File: config.mk
export PLATFORM = sky130hd
export DESIGN_NAME = acm_ram
export DESIGN_NICKNAME = d
export VERILOG_FILES = /design/src/hw/rtl/acm_ram.sv
export SDC_FILE = /design/constraint.sdc
export NUM_CORES = 2
export LEC_CHECK = 0
export BUFFER_PORTS_ARGS = -buffer_cell sky130_fd_sc_hd__clkbuf_2
export CAP_MARGIN = 20
export CORE_ASPECT_RATIO = 1.1
export CORE_MARGIN = 2
export CORE_UTILIZATION = 40
export DETAILED_ROUTE_END_ITERATION = 8
export GPL_TIMING_DRIVEN = 0
export PLACE_DENSITY_LB_ADDON = 0.2
export SLEW_MARGIN = 30
export SYNTH_ARGS = -nofsm -noshare
export SYNTH_HDL_FRONTEND = slang
export SYNTH_SLANG_ARGS = --single-unit
File: constraint.sdc
create_clock -name clk -period 14.6 [get_ports clk]
set_input_delay 0.73 -clock clk [delete_from_list [all_inputs] [get_ports clk]]
set_output_delay 0.73 -clock clk [all_outputs]
set_load 0.02 [all_outputs]
File: src/hw/rtl/acm_ram.sv
// Generic single-write, single-read RAM with registered read data.
module acm_ram #(
  parameter int unsigned Width = 128,
  parameter int unsigned Depth = 15
) (
  input  logic                     clk,
  input  logic                     we,
  input  logic [$clog2(Depth)-1:0] waddr,
  input  logic [Width-1:0]         wdata,
  input  logic [$clog2(Depth)-1:0] raddr,
  output logic [Width-1:0]         rdata
);

  logic [Width-1:0] mem [Depth];

  always_ff @(posedge clk) begin
    if (we) begin
      mem[waddr] <= wdata;
    end
    rdata <= mem[raddr];
  end

endmodule

* Yosys cells after proc, flatten, opt, wreduce, memory -nomap -nowiden
Memories as Yosys holds them, arrays and structs flattened. A register that Yosys moved wholly into a read port is not among the register bits.
Cells that the tools add are included.
** Word-level totals
- Register bits :: 0
- Bits in writable memories :: 1920
- Bits of input ports :: 138
- Output and inout bits :: 128
- Logic and storage cells :: 3
- Memories kept :: 1
** Cells by class
- Multiplexer cells :: 2
** Memories
- mem :: words 15, width 128, rd ports 1, clocked after memory_dff 1, wr ports 1, RTL line 14 : logic [Width-1:0] mem [Depth];
** Operators by type and width (count)
- 2-to-1 mux 1 bit :: 2

* Logic depth before layout (Yosys ltp)
- Word-level depth :: 2
- Depth in mapped cells :: 8

* Least setup slack after synthesis
No wires, ideal clock.
- Kind :: input-to-reg
- From :: input port waddr[2]
- To :: memory mem[0][0], enable pin
- Data arrival time :: 9883 ps
- Required time :: 13826 ps
- Path slack :: 3943 ps
- Stages on the path :: 2
- Buffers on the path :: 0
- Path through :: or3b_2 -> nor3_1
** RTL lines
- start, declared :: RTL line 8 : input logic [$clog2(Depth)-1:0] waddr,
- end, declared :: RTL line 14
Straight into the memory's write port.

==> impl_metrics.json <==
{
  "pwr_density_cell_nw_per_um2": 139,
  "rsz0062_at_grt": "false",
  "worstMarginPinSlew_ns": 0.995,
  "r2r.worst_path.cells": 3,
  "yosys.area.top_type_share_pct": 76.2,
  "max_freq_ghz": 0.321,
  "clkTransAtPathRegs_ns": 0.06,
  "synth_compound_area_share_pct": 4.15,
  "fin_cells": 6988,
  "finalHoldViolCount": 0,
  "grt_pass1_wl_um": 286000,
  "utilization_pct": 48.1,
  "die_w_um": 419,
  "cts_sinks": 2048,
  "start_util_pct": 40.2,
  "vias": 38249,
  "port_buffers": 263,
  "synth_xor_area_share_pct": 0,
  "tns_ns": 0,
  "crit_type": "input pin to flip-flop",
  "fin_nets": 4495,
  "comb_power_share_pct": 5.9,
  "via_per_inst": 5.47,
  "die_y_um": 460,
  "setup_viol": 0,
  "rows": 167,
  "grt_max_degree": 19,
  "dieArea_um2": 193000,
  "p_seq_share_pct": 52.6,
  "synthMostInstantiatedCell": "edfxtp_1",
  "yosys.area.top_type": "edfxtp_1",
  "ant_nets": 0,
  "hold_buffers": 0,
  "synth_fa_ha_area_share_pct": 0,
  "clockBufferDepth": 3,
  "ir_drop_uv": 106,
  "syn_to_final_growth_pct": 19.5,
  "clockPowerShare_pct": 41.5,
  "place_congestion": 0.730,
  "synthArstFlopShare_pct": 0,
  "wirelength_um": 200000,
  "dp_cells": 6596,
  "leakage_nw": 30.4,
  "yosys-top-cells-area": "edfxtp_1, mux4_2, mux2i_1",
  "mappedNetlistArea_um2": 75700,
  "drtIter0Drc": 3902,
  "synthMuxAreaShare_pct": 12.7,
  "syn_inst": 3682,
  "post_cts_buffers": 0,
  "hold_depth": 1,
  "drtPass1Iterations": 7,
  "cts_made_buffers": 209,
  "core_um2": 188000,
  "ys_top_cells_by_count": "edfxtp_1, mux2i_1, mux4_2",
  "drive_above_1_share_pct": 25.8,
  "p_sw_mw": 2.79,
  "internal-power_mw": 9.78,
  "startpoint_type": "input pin",
  "synth_area_per_cell_um2": 20.5,
  "yosysWarningCount": 0,
  "slew-limit-headroom_pct": 33.6,
  "pin_count": 266,
  "path_max_fanout": 10,
  "ys_types": 31,
  "finClkSkew_ns": 0.0345,
  "grt_usage_pct": 20.8,
  "clkLatencyLatePin_ns": 0.85,
  "run_status": "finished, final reports clean",
  "post-dp-hpwl_um": 133000,
  "synth_edf_count": 1920,
  "yosys.area_share.simple_pct": 1.92,
  "wl_per_cell_um": 28.7,
  "cts_tree": "yes",
  "yosys_register_bits": 2048,
  "swShare_pct": 22.2,
  "cp_data_arrival_time_ns": 3.78,
  "post-route-min-period_ns": 3.12,
  "drv_slew": 0,
  "min_path_type": "input pin to flip-flop",
  "grt_pass1_vias": 38618,
  "required_ns": 15.26,
  "fillers": 15685,
  "synth_top_family_by_area": "multiplexers",
  "drv_cap": 0,
  "crit_path_end_kind": "flip-flop",
  "cts_max_level": 4,
  "yosysSeqAreaShare_pct": 79.6,
  "antenna_found_initial": 34,
  "cts_root_buf": "clkbuf_16",
  "cts_resized": 0,
  "yosys_most_used_dff": "edfxtp_1",
  "synth_fp_nets": 3820,
  "drc": 0,
  "fin_crit_sh_pct": 21.3,
  "grt-ovfl-total": 0
}
area by class of cell:
cell class	instances	area, µm²	share of cell area [%]
Tap cell	2450	3070	3.39
Buffer	207	1200	1.33
Inverter	3	11.3	0.0125
Sequential cell	2048	60200	66.6
Antenna cell	4	10.0	0.0111
Clock buffer	285	5670	6.27
Timing Repair Buffer	464	4900	5.42
Multi-Input combinational cell	1424	14300	15.9
Clock inverter	103	995	1.10
flip-flops by register name, indices dropped and copies added, names as in the netlist:
register	flops
mem	1920
rdata	128
metal layers:
metal | track usage, % | up-vias | share of wire (%) | wire (µm)
met2 | 34.8 | 1091 | 50 | 100000
met1 | 28.3 | 20363 | 42 | 85200
li1 | - | 16512 | - | -
met3 | 3.81 | 253 | 5.6 | 11300
met5 | 0 | - | 0.093 | 187
met4 | 4.74 | 30 | 1.8 | 3620
through the flow:
step	hold slack, ns	power [mW]	worst slack, ns	instance area (µm²)
6_report	0.266	12.6	11.48	90400
5_1_grt	0.264	13.0	11.36	90400
4_1_cts	0.214	12.7	11.51	90400
3_5_place_dp	0.558	7.49	10.62	83700
3_3_place_gp	0.547	7.48	-8.72	80000
2_1_floorplan	0.520	7.12	3.94	75700
path summary, 6_finish.rpt:
| kind | startpoint | to | slack, ns |
|---|---|---|---|
| worst min register to register | mem[14][87]$_DFFE_PP_ | rdata[87]$_DFF_P_ | 0.56 |
| worst max register to register | mem[9][120]$_DFFE_PP_ | rdata[120]$_DFF_P_ | 12.89 |
| worst max-delay path | raddr[1] | rdata[75]$_DFF_P_ | 11.48 |
| worst min-delay path | wdata[25] | mem[6][25]$_DFFE_PP_ | 0.27 |
cells in the final DEF (no fill, tap or decap), types with 31 or more instances in the layout:
| cell | netlist | final |
|---|---|---|
| mux2i_1 | 360 | 360 |
| buf_4 | 50 | 143 |
| clkinv_2 | 0 | 31 |
| dfxtp_1 | 128 | 128 |
| nand2_1 | 130 | 130 |
| buf_2 | 55 | 55 |
| nand2b_1 | 122 | 122 |
| mux4_2 | 268 | 268 |
| a22oi_1 | 128 | 128 |
| clkbuf_1 | 69 | 127 |
| edfxtp_1 | 1920 | 1920 |
| o22ai_1 | 116 | 116 |
| clkinv_1 | 1 | 39 |
| clkbuf_16 | 0 | 210 |
| a31oi_1 | 116 | 116 |
| o21ai_1 | 103 | 103 |
| clkbuf_2 | 0 | 267 |
| buf_16 | 0 | 100 |
worst max-delay path, stage by stage:
cell,delay [ns]
clkbuf_2,0.24
buf_4,0.25
inv_2,0.15
nor2_2,0.63
buf_2,0.64
clkbuf_1,0.60
a22oi_1,0.19
o21ai_1,0.30
power by group through the flow:
stage	clock (mW)	sequential [mW]	combinational [mW]
final	5.22	6.61	0.745
after global routing	5.55	6.62	0.798
after CTS	5.33	6.61	0.760
after detailed placement	0	6.74	0.758
after global placement	0	6.77	0.712
after floorplan	0	6.79	0.335
logic make-up (layout without fill, tap and decap cells):
group | after synthesis | in the layout
compound gates | 500 | 500
flops | 2048 | 2048
other cells | 0 | 4
buf+inv | 210 | 1062
mux | 628 | 628
simple gates | 296 | 296
Note: power is estimated with default switching activity, not from simulation.
